$ cat config.mk
export PLATFORM = sky130hd
export DESIGN_NAME = raid6_pq_syndrome_recovery_flat
export DESIGN_NICKNAME = d
export VERILOG_FILES = /design/src/sv/rpq_pkg.sv /design/src/sv/rpq_if.sv /design/src/sv/raid6_pq_syndrome_recovery.sv /design/src/sv/rpq_cfg.sv /design/src/sv/rpq_front.sv /design/src/sv/rpq_queue.sv /design/src/sv/rpq_back.sv /design/src/flat_wrapper.sv
export SDC_FILE = /design/constraint.sdc
export NUM_CORES = 1
export LEC_CHECK = 0
export CORE_MARGIN = 2
export CORE_UTILIZATION = 25
export CTS_BUF_LIST = sky130_fd_sc_hd__clkbuf_4 sky130_fd_sc_hd__clkbuf_8 sky130_fd_sc_hd__clkbuf_16
export DETAILED_ROUTE_END_ITERATION = 10
export DONT_BUFFER_PORTS = 1
export PLACE_DENSITY = 0.37
export SYNTH_ARGS = -nofsm -noshare
export SYNTH_HDL_FRONTEND = slang
export SYNTH_SLANG_ARGS = --single-unit
$ cat constraint.sdc
create_clock -name clk -period 8.3 [get_ports clk]
set_input_delay 1.66 -clock clk [delete_from_list [all_inputs] [get_ports clk]]
set_output_delay 1.66 -clock clk [all_outputs]
set_load 0.005 [all_outputs]
$ cat src/sv/rpq_pkg.sv
// Shared constants, types and GF(2^8) helpers for the RAID-6 rebuild engine.
package rpq_pkg;

  // Array geometry and field widths
  localparam int MAX_COLUMNS = 16;
  localparam int COL_W       = 4;
  localparam int DC_W        = 5;
  localparam int BYTE_W      = 8;

  // GF(2^8) reduction polynomial, low eight bits (x^8 term implied)
  localparam logic [BYTE_W-1:0] GF_POLY_LO = 8'h1d;

  // Inverse by x^254: one square and one multiply per step
  localparam int INV_STEPS = BYTE_W - 1;

  // Position-summary queue between front and back
  localparam int QUEUE_DEPTH = 2;

  // Register map
  localparam int REG_NUM    = 3;
  localparam int REG_IDX_W  = $clog2(REG_NUM);
  localparam int PADDR_W    = REG_IDX_W + 2;
  localparam int PDATA_W    = 32;
  localparam logic [REG_IDX_W-1:0] REG_DISK_COUNT    = 2'd0;
  localparam logic [REG_IDX_W-1:0] REG_FIRST_FAILED  = 2'd1;
  localparam logic [REG_IDX_W-1:0] REG_SECOND_FAILED = 2'd2;

  localparam logic [DC_W-1:0]  DISK_COUNT_RST    = 5'd4;
  localparam logic [COL_W-1:0] FIRST_FAILED_RST  = 4'd0;
  localparam logic [COL_W-1:0] SECOND_FAILED_RST = 4'd1;

  typedef struct packed {
    logic [DC_W-1:0]  disk_count;
    logic [COL_W-1:0] first_failed;
    logic [COL_W-1:0] second_failed;
  } rpq_cfg_t;

  // Per-position summary handed from front to back
  typedef struct packed {
    logic [BYTE_W-1:0] xor_sum;
    logic [BYTE_W-1:0] weighted_sum;
    logic [BYTE_W-1:0] parity_p;
    logic [BYTE_W-1:0] parity_q;
    logic              end_of_stripe;
  } rpq_entry_t;

  // GF(2^8) multiply, shift-and-add over the eight bits of b
  function automatic logic [BYTE_W-1:0] gf_mul(input logic [BYTE_W-1:0] a,
                                               input logic [BYTE_W-1:0] b);
    logic [BYTE_W-1:0] acc;
    logic [BYTE_W-1:0] x;
    acc = '0;
    x   = a;
    for (int i = 0; i < BYTE_W; i++) begin
      if (b[i]) acc = acc ^ x;
      x = {x[BYTE_W-2:0], 1'b0} ^ (x[BYTE_W-1] ? GF_POLY_LO : '0);
    end
    return acc;
  endfunction

  // Generator powers 2^e for a column index
  function automatic logic [BYTE_W-1:0] gf_pow2(input logic [COL_W-1:0] e);
    logic [BYTE_W-1:0] v;
    case (e)
      4'd0:    v = 8'h01;
      4'd1:    v = 8'h02;
      4'd2:    v = 8'h04;
      4'd3:    v = 8'h08;
      4'd4:    v = 8'h10;
      4'd5:    v = 8'h20;
      4'd6:    v = 8'h40;
      4'd7:    v = 8'h80;
      4'd8:    v = 8'h1d;
      4'd9:    v = 8'h3a;
      4'd10:   v = 8'h74;
      4'd11:   v = 8'he8;
      4'd12:   v = 8'hcd;
      4'd13:   v = 8'h87;
      4'd14:   v = 8'h13;
      4'd15:   v = 8'h26;
      default: v = 8'h01;
    endcase
    return v;
  endfunction

  // Effective column count, saturated to 3..MAX_COLUMNS
  function automatic logic [DC_W-1:0] clamp_count(input logic [DC_W-1:0] dc);
    logic [DC_W-1:0] n;
    if (dc < DC_W'(3)) n = DC_W'(3);
    else if (dc > DC_W'(MAX_COLUMNS)) n = DC_W'(MAX_COLUMNS);
    else n = dc;
    return n;
  endfunction

endpackage

$ cat src/sv/rpq_if.sv
// Valid/ready channel interfaces for column input and rebuilt results.
interface rpq_in_if import rpq_pkg::*; ();
  logic             valid;
  logic             ready;
  logic [COL_W-1:0] column_index;
  logic [BYTE_W-1:0] column_byte;
  logic             last_column;
  logic             last_position;

  modport source (output valid, column_index, column_byte, last_column, last_position,
                  input ready);
  modport sink   (input valid, column_index, column_byte, last_column, last_position,
                  output ready);
endinterface

interface rpq_out_if import rpq_pkg::*; ();
  logic              valid;
  logic              ready;
  logic [BYTE_W-1:0] first_value;
  logic [BYTE_W-1:0] second_value;
  logic              end_of_stripe;

  modport source (output valid, first_value, second_value, end_of_stripe, input ready);
  modport sink   (input valid, first_value, second_value, end_of_stripe, output ready);
endinterface

$ cat src/sv/raid6_pq_syndrome_recovery.sv
// Top level of the RAID-6 P+Q rebuild engine.
// Column bytes of one byte position stream in on in_ch, one transfer per cycle,
// data columns first, then P, then Q; the transfer flagged last_column closes the
// position and yields one result on out_ch with the rebuilt bytes of the two
// failed columns (a data column is reported ahead of a parity column). The front
// end takes a byte every cycle while the queue has room and folds it into XOR and
// 2^column-weighted sums; a two-entry queue then feeds a back-end sequencer with
// two GF(2^8) multipliers; the sequencer takes a new position only when idle. Both
// parities, or a data column plus Q, are rebuilt directly; data plus P, or two
// data columns, need a GF inverse, formed as x^254 in 7 square-and-multiply steps.
// in_ch only stalls when the queue is full. Configure disk_count, first_failed and
// second_failed over APB (byte addresses 0x0, 0x4, 0x8) while the engine is idle.
module raid6_pq_syndrome_recovery import rpq_pkg::*; (
  input  logic               clk,
  input  logic               rst_n,
  rpq_in_if.sink             in_ch,
  rpq_out_if.source          out_ch,
  input  logic               psel,
  input  logic               penable,
  input  logic               pwrite,
  input  logic [PADDR_W-1:0] paddr,
  input  logic [PDATA_W-1:0] pwdata,
  output logic [PDATA_W-1:0] prdata,
  output logic               pready
);

  rpq_cfg_t   cfg;
  logic       push_valid;
  logic       push_ready;
  rpq_entry_t push_entry;
  logic       pop_valid;
  logic       pop_ready;
  rpq_entry_t pop_entry;

  rpq_cfg u_cfg (
    .clk     (clk),
    .rst_n   (rst_n),
    .psel    (psel),
    .penable (penable),
    .pwrite  (pwrite),
    .paddr   (paddr),
    .pwdata  (pwdata),
    .prdata  (prdata),
    .pready  (pready),
    .cfg     (cfg)
  );

  rpq_front u_front (
    .clk        (clk),
    .rst_n      (rst_n),
    .cfg        (cfg),
    .in_ch      (in_ch),
    .push_valid (push_valid),
    .push_entry (push_entry),
    .push_ready (push_ready)
  );

  rpq_queue u_queue (
    .clk        (clk),
    .rst_n      (rst_n),
    .push_valid (push_valid),
    .push_entry (push_entry),
    .push_ready (push_ready),
    .pop_valid  (pop_valid),
    .pop_entry  (pop_entry),
    .pop_ready  (pop_ready)
  );

  rpq_back u_back (
    .clk       (clk),
    .rst_n     (rst_n),
    .cfg       (cfg),
    .pop_valid (pop_valid),
    .pop_entry (pop_entry),
    .pop_ready (pop_ready),
    .out_ch    (out_ch)
  );

endmodule

$ cat src/sv/rpq_cfg.sv
// APB configuration registers: disk count and the two failed columns.
module rpq_cfg import rpq_pkg::*; (
  input  logic               clk,
  input  logic               rst_n,
  input  logic               psel,
  input  logic               penable,
  input  logic               pwrite,
  input  logic [PADDR_W-1:0] paddr,
  input  logic [PDATA_W-1:0] pwdata,
  output logic [PDATA_W-1:0] prdata,
  output logic               pready,
  output rpq_cfg_t           cfg
);

  logic [DC_W-1:0]      disk_count_r;
  logic [COL_W-1:0]     first_failed_r;
  logic [COL_W-1:0]     second_failed_r;
  logic                 wr_en;
  logic [REG_IDX_W-1:0] reg_idx;

  assign pready  = 1'b1;
  assign wr_en   = psel & penable & pwrite;
  assign reg_idx = paddr[PADDR_W-1:2];

  // Write on the access phase
  always_ff @(posedge clk) begin
    if (!rst_n) begin
      disk_count_r    <= DISK_COUNT_RST;
      first_failed_r  <= FIRST_FAILED_RST;
      second_failed_r <= SECOND_FAILED_RST;
    end else if (wr_en) begin
      case (reg_idx)
        REG_DISK_COUNT:    disk_count_r    <= pwdata[DC_W-1:0];
        REG_FIRST_FAILED:  first_failed_r  <= pwdata[COL_W-1:0];
        REG_SECOND_FAILED: second_failed_r <= pwdata[COL_W-1:0];
        default: ;
      endcase
    end
  end

  // Read mux
  always_comb begin
    case (reg_idx)
      REG_DISK_COUNT:    prdata = PDATA_W'(disk_count_r);
      REG_FIRST_FAILED:  prdata = PDATA_W'(first_failed_r);
      REG_SECOND_FAILED: prdata = PDATA_W'(second_failed_r);
      default:           prdata = '0;
    endcase
  end

  assign cfg.disk_count    = disk_count_r;
  assign cfg.first_failed  = first_failed_r;
  assign cfg.second_failed = second_failed_r;

endmodule

$ cat src/sv/rpq_front.sv
// Front end: takes column bytes, classifies them and builds the per-position sums.
module rpq_front import rpq_pkg::*; (
  input  logic       clk,
  input  logic       rst_n,
  input  rpq_cfg_t   cfg,
  rpq_in_if.sink     in_ch,
  output logic       push_valid,
  output rpq_entry_t push_entry,
  input  logic       push_ready
);

  logic [BYTE_W-1:0] xor_acc_r,  xor_acc_nxt;
  logic [BYTE_W-1:0] wsum_acc_r, wsum_acc_nxt;
  logic [BYTE_W-1:0] parity_p_r, parity_p_nxt;

  logic [DC_W-1:0]   n_cols;
  logic [DC_W-1:0]   n_data;
  logic [DC_W-1:0]   col_ext;
  logic              live;
  logic              is_data;
  logic              is_p;
  logic              is_q;
  logic              xfer;
  logic [BYTE_W-1:0] xor_new;
  logic [BYTE_W-1:0] wsum_new;

  assign n_cols  = clamp_count(cfg.disk_count);
  assign n_data  = n_cols - DC_W'(2);
  assign col_ext = DC_W'(in_ch.column_index);

  // Classify: skip failed and out-of-array columns, then data / P / Q
  assign live    = (in_ch.column_index != cfg.first_failed) &&
                   (in_ch.column_index != cfg.second_failed) && (col_ext < n_cols);
  assign is_data = live && (col_ext < n_data);
  assign is_p    = live && (col_ext == n_data);
  assign is_q    = live && (col_ext > n_data);

  assign in_ch.ready = push_ready;
  assign xfer        = in_ch.valid & in_ch.ready;

  // Fold this byte into the sums
  assign xor_new  = xor_acc_r ^ (is_data ? in_ch.column_byte : '0);
  assign wsum_new = wsum_acc_r ^
                    (is_data ? gf_mul(gf_pow2(in_ch.column_index), in_ch.column_byte) : '0);

  always_comb begin
    xor_acc_nxt  = xor_acc_r;
    wsum_acc_nxt = wsum_acc_r;
    parity_p_nxt = parity_p_r;
    if (xfer) begin
      parity_p_nxt = is_p ? in_ch.column_byte : parity_p_r;
      // Clear the sums at the end of each position
      xor_acc_nxt  = in_ch.last_column ? '0 : xor_new;
      wsum_acc_nxt = in_ch.last_column ? '0 : wsum_new;
    end
  end

  always_ff @(posedge clk) begin
    if (!rst_n) begin
      xor_acc_r  <= '0;
      wsum_acc_r <= '0;
      parity_p_r <= '0;
    end else begin
      xor_acc_r  <= xor_acc_nxt;
      wsum_acc_r <= wsum_acc_nxt;
      parity_p_r <= parity_p_nxt;
    end
  end

  // Hand the finished position to the back end
  assign push_valid               = xfer & in_ch.last_column;
  assign push_entry.xor_sum       = xor_new;
  assign push_entry.weighted_sum  = wsum_new;
  assign push_entry.parity_p      = is_p ? in_ch.column_byte : parity_p_r;
  assign push_entry.parity_q      = is_q ? in_ch.column_byte : '0;
  assign push_entry.end_of_stripe = in_ch.last_position;

endmodule

$ cat src/sv/rpq_queue.sv
// Short FIFO of position summaries between the front and back ends.
module rpq_queue import rpq_pkg::*; (
  input  logic       clk,
  input  logic       rst_n,
  input  logic       push_valid,
  input  rpq_entry_t push_entry,
  output logic       push_ready,
  output logic       pop_valid,
  output rpq_entry_t pop_entry,
  input  logic       pop_ready
);

  localparam int PTR_W = (QUEUE_DEPTH > 1) ? $clog2(QUEUE_DEPTH) : 1;
  localparam int CNT_W = $clog2(QUEUE_DEPTH + 1);

  rpq_entry_t       slot_r [QUEUE_DEPTH];
  logic [PTR_W-1:0] wr_ptr_r, wr_ptr_nxt;
  logic [PTR_W-1:0] rd_ptr_r, rd_ptr_nxt;
  logic [CNT_W-1:0] count_r,  count_nxt;
  logic             do_push;
  logic             do_pop;

  assign push_ready = (count_r != CNT_W'(QUEUE_DEPTH));
  assign pop_valid  = (count_r != '0);
  assign pop_entry  = slot_r[rd_ptr_r];
  assign do_push    = push_valid & push_ready;
  assign do_pop     = pop_valid & pop_ready;

  // Advance pointers with wrap at the queue depth
  always_comb begin
    wr_ptr_nxt = wr_ptr_r;
    rd_ptr_nxt = rd_ptr_r;
    count_nxt  = count_r;
    if (do_push) begin
      wr_ptr_nxt = (wr_ptr_r == PTR_W'(QUEUE_DEPTH - 1)) ? '0 : wr_ptr_r + PTR_W'(1);
    end
    if (do_pop) begin
      rd_ptr_nxt = (rd_ptr_r == PTR_W'(QUEUE_DEPTH - 1)) ? '0 : rd_ptr_r + PTR_W'(1);
    end
    if (do_push && !do_pop) count_nxt = count_r + CNT_W'(1);
    else if (!do_push && do_pop) count_nxt = count_r - CNT_W'(1);
  end

  always_ff @(posedge clk) begin
    if (!rst_n) begin
      wr_ptr_r <= '0;
      rd_ptr_r <= '0;
      count_r  <= '0;
    end else begin
      wr_ptr_r <= wr_ptr_nxt;
      rd_ptr_r <= rd_ptr_nxt;
      count_r  <= count_nxt;
    end
  end

  // Payload storage, no reset
  always_ff @(posedge clk) begin
    if (do_push) slot_r[wr_ptr_r] <= push_entry;
  end

endmodule

$ cat src/sv/rpq_back.sv
// Back end: rebuilds the two failed columns from a position summary.
module rpq_back import rpq_pkg::*; (
  input  logic       clk,
  input  logic       rst_n,
  input  rpq_cfg_t   cfg,
  input  logic       pop_valid,
  input  rpq_entry_t pop_entry,
  output logic       pop_ready,
  rpq_out_if.source  out_ch
);

  // Sequencer states
  localparam logic [2:0] ST_IDLE  = 3'd0;
  localparam logic [2:0] ST_MUL   = 3'd1;
  localparam logic [2:0] ST_INV   = 3'd2;
  localparam logic [2:0] ST_SOLVE = 3'd3;
  localparam logic [2:0] ST_DONE  = 3'd4;

  // Failure cases
  localparam logic [1:0] MODE_PP = 2'd0;  // both parities
  localparam logic [1:0] MODE_DQ = 2'd1;  // data and Q: rebuild from P
  localparam logic [1:0] MODE_DP = 2'd2;  // data and P: rebuild from Q
  localparam logic [1:0] MODE_DD = 2'd3;  // two data columns

  localparam int STEP_W = $clog2(INV_STEPS);

  logic [2:0]        state_r,   state_nxt;
  rpq_entry_t        ent_r,     ent_nxt;
  logic [BYTE_W-1:0] num_r,     num_nxt;
  logic [BYTE_W-1:0] pow_r,     pow_nxt;
  logic [BYTE_W-1:0] sq_r,      sq_nxt;
  logic [STEP_W-1:0] step_r,    step_nxt;
  logic [BYTE_W-1:0] res_a_r,   res_a_nxt;
  logic [BYTE_W-1:0] res_b_r,   res_b_nxt;
  logic              ovalid_r,  ovalid_nxt;
  logic [BYTE_W-1:0] oa_r,      oa_nxt;
  logic [BYTE_W-1:0] ob_r,      ob_nxt;
  logic              oeos_r,    oeos_nxt;

  logic [DC_W-1:0]   n_cols;
  logic [DC_W-1:0]   n_data;
  logic [DC_W-1:0]   q_col;
  logic [DC_W-1:0]   fa0, fb0, fa, fb;
  logic              swap;
  logic [1:0]        mode;
  logic [BYTE_W-1:0] ga, gb, divisor;
  logic [BYTE_W-1:0] pxy, qxy;
  logic [BYTE_W-1:0] m0_a, m0_b, m1_a, m1_b, m0, m1;
  logic              out_free;

  // Normalize the failed pair: a data column comes first
  assign n_cols = clamp_count(cfg.disk_count);
  assign n_data = n_cols - DC_W'(2);
  assign q_col  = n_cols - DC_W'(1);
  assign fa0    = DC_W'(cfg.first_failed);
  assign fb0    = DC_W'(cfg.second_failed);
  assign swap   = (fa0 >= n_data) && (fb0 < n_data);
  assign fa     = swap ? fb0 : fa0;
  assign fb     = swap ? fa0 : fb0;

  always_comb begin
    if (fa >= n_data)     mode = MODE_PP;
    else if (fb == q_col) mode = MODE_DQ;
    else if (fb >= n_data) mode = MODE_DP;
    else                  mode = MODE_DD;
  end

  assign ga      = gf_pow2(fa[COL_W-1:0]);
  assign gb      = gf_pow2(fb[COL_W-1:0]);
  assign divisor = (mode == MODE_DP) ? ga : (ga ^ gb);
  assign pxy     = ent_r.parity_p ^ ent_r.xor_sum;
  assign qxy     = ent_r.parity_q ^ ent_r.weighted_sum;

  // Two GF multipliers shared across the sequence
  always_comb begin
    m0_a = '0;
    m0_b = '0;
    m1_a = '0;
    m1_b = '0;
    case (state_r)
      ST_MUL: begin
        m0_a = ga;
        m0_b = pxy;
        m1_a = divisor;
        m1_b = divisor;
      end
      ST_INV: begin
        m0_a = pow_r;
        m0_b = sq_r;
        m1_a = sq_r;
        m1_b = sq_r;
      end
      ST_SOLVE: begin
        m0_a = pow_r;
        m0_b = num_r;
      end
      default: ;
    endcase
  end

  assign m0 = gf_mul(m0_a, m0_b);
  assign m1 = gf_mul(m1_a, m1_b);

  assign pop_ready = (state_r == ST_IDLE);
  assign out_free  = !ovalid_r || out_ch.ready;

  // Sequencer
  always_comb begin
    state_nxt  = state_r;
    ent_nxt    = ent_r;
    num_nxt    = num_r;
    pow_nxt    = pow_r;
    sq_nxt     = sq_r;
    step_nxt   = step_r;
    res_a_nxt  = res_a_r;
    res_b_nxt  = res_b_r;
    ovalid_nxt = ovalid_r && !out_ch.ready;
    oa_nxt     = oa_r;
    ob_nxt     = ob_r;
    oeos_nxt   = oeos_r;
    case (state_r)
      ST_IDLE: begin
        if (pop_valid) begin
          ent_nxt   = pop_entry;
          state_nxt = ST_MUL;
        end
      end
      ST_MUL: begin
        // Start the x^254 inverse: pow = 1, sq = d^2
        pow_nxt  = 8'h01;
        sq_nxt   = m1;
        step_nxt = '0;
        case (mode)
          MODE_PP: begin
            res_a_nxt = (fa == q_col) ? ent_r.weighted_sum : ent_r.xor_sum;
            res_b_nxt = (fb == q_col) ? ent_r.weighted_sum : ent_r.xor_sum;
            state_nxt = ST_DONE;
          end
          MODE_DQ: begin
            res_a_nxt = pxy;
            res_b_nxt = ent_r.weighted_sum ^ m0;
            state_nxt = ST_DONE;
          end
          MODE_DP: begin
            num_nxt   = qxy;
            state_nxt = ST_INV;
          end
          default: begin
            num_nxt   = m0 ^ qxy;
            state_nxt = ST_INV;
          end
        endcase
      end
      ST_INV: begin
        pow_nxt  = m0;
        sq_nxt   = m1;
        step_nxt = step_r + STEP_W'(1);
        if (step_r == STEP_W'(INV_STEPS - 1)) state_nxt = ST_SOLVE;
      end
      ST_SOLVE: begin
        if (mode == MODE_DP) begin
          res_a_nxt = m0;
          res_b_nxt = ent_r.xor_sum ^ m0;
        end else begin
          res_b_nxt = m0;
          res_a_nxt = pxy ^ m0;
        end
        state_nxt = ST_DONE;
      end
      ST_DONE: begin
        // Hold until the output register frees up
        if (out_free) begin
          ovalid_nxt = 1'b1;
          oa_nxt     = res_a_r;
          ob_nxt     = res_b_r;
          oeos_nxt   = ent_r.end_of_stripe;
          state_nxt  = ST_IDLE;
        end
      end
      default: state_nxt = ST_IDLE;
    endcase
  end

  always_ff @(posedge clk) begin
    if (!rst_n) begin
      state_r  <= ST_IDLE;
      ovalid_r <= 1'b0;
      step_r   <= '0;
    end else begin
      state_r  <= state_nxt;
      ovalid_r <= ovalid_nxt;
      step_r   <= step_nxt;
    end
  end

  // Datapath registers, no reset
  always_ff @(posedge clk) begin
    ent_r   <= ent_nxt;
    num_r   <= num_nxt;
    pow_r   <= pow_nxt;
    sq_r    <= sq_nxt;
    res_a_r <= res_a_nxt;
    res_b_r <= res_b_nxt;
    oa_r    <= oa_nxt;
    ob_r    <= ob_nxt;
    oeos_r  <= oeos_nxt;
  end

  assign out_ch.valid         = ovalid_r;
  assign out_ch.first_value   = oa_r;
  assign out_ch.second_value  = ob_r;
  assign out_ch.end_of_stripe = oeos_r;

endmodule

$ cat src/flat_wrapper.sv
// flat-port wrapper written by rule: the top's interface ports become plain ports
module raid6_pq_syndrome_recovery_flat import rpq_pkg::*;
  (clk, rst_n, psel, penable, pwrite, paddr, pwdata, prdata, pready, in_ch_valid, in_ch_column_index, in_ch_column_byte, in_ch_last_column, in_ch_last_position, in_ch_ready, out_ch_valid, out_ch_first_value, out_ch_second_value, out_ch_end_of_stripe, out_ch_ready);
  rpq_in_if in_ch_i ();
  rpq_out_if out_ch_i ();
  input  logic clk;
  input  logic rst_n;
  input  logic psel;
  input  logic penable;
  input  logic pwrite;
  input  logic [PADDR_W-1:0] paddr;
  input  logic [PDATA_W-1:0] pwdata;
  output logic [PDATA_W-1:0] prdata;
  output logic pready;
  input wire logic [$bits(in_ch_i.valid)-1:0] in_ch_valid;
  input wire logic [$bits(in_ch_i.column_index)-1:0] in_ch_column_index;
  input wire logic [$bits(in_ch_i.column_byte)-1:0] in_ch_column_byte;
  input wire logic [$bits(in_ch_i.last_column)-1:0] in_ch_last_column;
  input wire logic [$bits(in_ch_i.last_position)-1:0] in_ch_last_position;
  output wire logic [$bits(in_ch_i.ready)-1:0] in_ch_ready;
  output wire logic [$bits(out_ch_i.valid)-1:0] out_ch_valid;
  output wire logic [$bits(out_ch_i.first_value)-1:0] out_ch_first_value;
  output wire logic [$bits(out_ch_i.second_value)-1:0] out_ch_second_value;
  output wire logic [$bits(out_ch_i.end_of_stripe)-1:0] out_ch_end_of_stripe;
  input wire logic [$bits(out_ch_i.ready)-1:0] out_ch_ready;
  assign in_ch_i.valid = in_ch_valid;
  assign in_ch_i.column_index = in_ch_column_index;
  assign in_ch_i.column_byte = in_ch_column_byte;
  assign in_ch_i.last_column = in_ch_last_column;
  assign in_ch_i.last_position = in_ch_last_position;
  assign in_ch_ready = in_ch_i.ready;
  assign out_ch_valid = out_ch_i.valid;
  assign out_ch_first_value = out_ch_i.first_value;
  assign out_ch_second_value = out_ch_i.second_value;
  assign out_ch_end_of_stripe = out_ch_i.end_of_stripe;
  assign out_ch_i.ready = out_ch_ready;
  raid6_pq_syndrome_recovery u_core (.clk(clk), .rst_n(rst_n), .in_ch(in_ch_i), .out_ch(out_ch_i), .psel(psel), .penable(penable), .pwrite(pwrite), .paddr(paddr), .pwdata(pwdata), .prdata(prdata), .pready(pready));
endmodule
==> flow_summary.json <==
{
  "status": "complete, no violations",
  "synthMostInstantiatedCell": "nand2_1",
  "tritoncts": "yes",
  "final_design_area_no_fill_mm2": 0.0164,
  "post-route-min-period_ns": 7.30,
  "vdd.ir_drop.worst_mv": 0.146,
  "insertedDiodeCount": 0,
  "routability_congestion": 0.810,
  "cts_max_path_buffers": 3,
  "holdBufCountCts": 0,
  "die_height_um": 250,
  "insertion_delay_ns": 0.54,
  "synth-seq-area-share": 0.373,
  "chipWidth_um": 250,
  "dpl-instance-area_mm2": 0.0157,
  "nets": 1662,
  "finalMaxSlewViolations": 0,
  "num_rows": 90,
  "vias_in_the_first_global_route": 11300,
  "finalSetupViolCount": 0,
  "grt_overflow": 0,
  "yosys.area.top_type": "edfxtp_1",
  "avgSynthCellArea_um2": 9.17,
  "synth.cells.most_frequent": "nand2_1, edfxtp_1, xnor2_1, nor2_1, clkbuf_1",
  "maxCapViolCount": 0,
  "avgViaCountPerCell": 4.87,
  "post_drt_wl_per_cell_um": 19.0,
  "post-route-period-util": 0.879,
  "setup_ws_final_ns": 1.00,
  "port_buffers": 0,
  "worstSetupEndpointType": "flip-flop",
  "timing.critical_path.fanout_max": 13,
  "drt.antenna.violating_nets": 0,
  "layout-drive-gt1-share": 0.106,
  "crit_path_max_incr_delay_ns": 0.44,
  "worst_slew_margin_rel": 0.279,
  "violation_count_after_the_first_detailed_routing_iteration": 805,
  "fin_worst_hold_slack_ns": 0.416,
  "root_buffer": "clkbuf_16",
  "ys_seq_elements": 204,
  "first_pass_iters": 8,
  "post_cts_sizing_count": 0,
  "netlist_area_mm2": 0.0151,
  "worstHoldPathType": "flip-flop to flip-flop",
  "yosys_most_used_dff": "edfxtp_1",
  "cts.sinks": 204,
  "fin_worst_skew_ns": 0.0194,
  "synthesis.yosys.warnings": 0,
  "grt_setup_unrepaired": "no",
  "grt_usage": 0.142,
  "critical_path.slowest_cell": "ha_1",
  "cts_inserted_buffers": 24,
  "floorplan.die_area_mm2": 0.0625,
  "via_count": 11600,
  "wire_length_of_the_first_global_routing_pass_um": 70500,
  "synth_top_area_share": 0.310,
  "grt_antenna_before_repair": 2,
  "finalHoldViolCount": 0,
  "clk_pin_slew_worst_paths_ns": 0.06,
  "synth_area_leaders": "edfxtp_1, xnor2_1, dfxtp_1, nand2_1, nor2_1",
  "boundaryPins": 109,
  "power_density_mw_per_mm2": 254,
  "utilization": 0.273,
  "cts_setup_buffers": 0,
  "post_place_worst_slack_ns": 1.02,
  "post_synth_edffs": 156,
  "worstSetupStartpointType": "flip-flop",
  "std_cell_core_area_mm2": 0.0601,
  "post_synth_inst_count": 1650,
  "place_hpwl_um": 31900,
  "dpl.cell_count": 2332,
  "worstMarginPinSlew_ns": 1.07,
  "grt_start_max_net_pins": 92,
  "critical_setup_path_kind": "flip-flop to flip-flop",
  "clock_tree.htree_level_count": 1,
  "static-leakage-power_nw": 5.50,
  "arrival_time_worst_endpoint_ns": 7.59,
  "area_growth_pct": 8.69,
  "critical_path.most_common_cell": "nor2_1",
  "ys_types": 102,
  "stdcell_count": 2374,
  "post-route-drc-count": 0,
  "start_util": 0.252,
  "finalWirelength_um": 45200,
  "clock.fmax_mhz": 137,
  "fin_setup_tns_ns": 0,
  "total_power_mw": 4.18,
  "synth-async-reset-ratio": 0,
  "worst-endpoint-required_ns": 8.59
}
[critical path, delay by kind of cell, from the launching register on]
kind | cells | cell delay (ns)
and+or+nand+nor | 11 | 2.28
adders and majority gates | 4 | 1.23
muxes | 1 | 0.41
DFF | 1 | 0.35
xor gates and xnor gates | 6 | 0.85
buffers and inverters | 4 | 0.54
AOI/OAI and AO/OA | 8 | 1.40
[cells in the final DEF, fill, tap and decap left out, types with 8 or more instances in the layout]
| cell | n |
|---|---|
| nor3_1 | 22 |
| clkinv_1 | 9 |
| a21o_1 | 11 |
| a31oi_1 | 17 |
| clkbuf_16 | 24 |
| nand2b_1 | 27 |
| xnor2_1 | 149 |
| a22oi_1 | 36 |
| inv_1 | 26 |
| a211oi_1 | 10 |
| a22o_1 | 8 |
| nor2_1 | 143 |
| o211ai_1 | 19 |
| nor3b_1 | 13 |
| dfxtp_1 | 48 |
| and3_1 | 10 |
| and2_1 | 13 |
| a21oi_1 | 87 |
| mux2_2 | 46 |
| ha_1 | 29 |
| xnor2_2 | 8 |
| nor2b_1 | 50 |
| conb_1 | 28 |
| xor2_1 | 44 |
| nand2_1 | 175 |
| o21ai_0 | 93 |
| edfxtp_1 | 156 |
| nor4_1 | 10 |
| mux2i_1 | 30 |
| buf_4 | 24 |
| o21ai_1 | 10 |
| nand3_1 | 23 |
| o22ai_1 | 33 |
[final timing paths]
| path | cells after the start | slack (ns) | endpoint | start |
|---|---|---|---|---|
| min reg2reg | 0 | 0.42 | u_core.u_back.out_ch.second_value[0]$_DFFE_PP_ | u_core.u_back.res_b_r[0]$_DFFE_PP_ |
| max reg2reg | 34 | 1.00 | u_core.u_back.sq_r[4]$_DFFE_PP_ | u_core.u_cfg.disk_count_r[2]$_SDFFE_PN1P_ |
| max | 34 | 1.00 | u_core.u_back.sq_r[4]$_DFFE_PP_ | u_core.u_cfg.disk_count_r[2]$_SDFFE_PN1P_ |
| min | 0 | 0.42 | u_core.u_back.out_ch.second_value[0]$_DFFE_PP_ | u_core.u_back.res_b_r[0]$_DFFE_PP_ |
[registers in the layout (all words and copies together) (netlist names)]
name / flops
u_core.u_back.ent_r: 33
u_core.u_back.num_r: 8
u_core.u_back.out_ch.end_of_stripe: 1
u_core.u_back.out_ch.first_value: 8
u_core.u_back.out_ch.second_value: 8
u_core.u_back.out_ch.valid: 1
u_core.u_back.pow_r: 8
u_core.u_back.res_a_r: 8
u_core.u_back.res_b_r: 8
u_core.u_back.sq_r: 8
u_core.u_back.state_r: 3
u_core.u_back.step_r: 3
u_core.u_cfg.disk_count_r: 5
u_core.u_cfg.first_failed_r: 4
u_core.u_cfg.second_failed_r: 4
u_core.u_front.parity_p_r: 8
u_core.u_front.wsum_acc_r: 8
u_core.u_front.xor_acc_r: 8
u_core.u_queue.count_r: 2
u_core.u_queue.rd_ptr_r: 1
u_core.u_queue.slot_r: 66
u_core.u_queue.wr_ptr_r: 1
[final cells by class]
type / instances / area, um^2
Fill cell: 6454 / 43700
Multi-Input combinational cell: 1289 / 8780
Sequential cell: 204 / 5650
Tap cell: 782 / 978
Clock buffer: 27 / 629
Timing Repair Buffer: 24 / 180
Inverter: 33 / 134
Clock inverter: 15 / 97.6
[routing by layer]
metal  vias up  global-route usage  share of wire
met5         -                   0        0.00029
met1      5576               0.202           0.49
li1       5730                   -              -
met2       200               0.229           0.46
met3        50              0.0174          0.033
met4         2              0.0366          0.022
[cell families (layout without fill, tap and decap cells)]
family / after synthesis / after routing / share of synthesized area
xor+xnor: 210 / 210 / 0.134
other cells: 2 / 28 / 0.000496
flops: 204 / 204 / 0.373
buf+inv: 183 / 99 / 0.0544
compound gates: 419 / 419 / 0.191
mux: 76 / 76 / 0.0541
fa+ha+maj: 33 / 33 / 0.0266
simple gates: 523 / 523 / 0.166
[power by group]
group	leakage (nW)	internal (mW)	switching, mW
Clock	0.349	0.546	0.434
Sequential	1.84	1.37	0.145
Combinational	3.31	0.680	1.00
No activity file was read; power rests on OpenSTA's default activity.
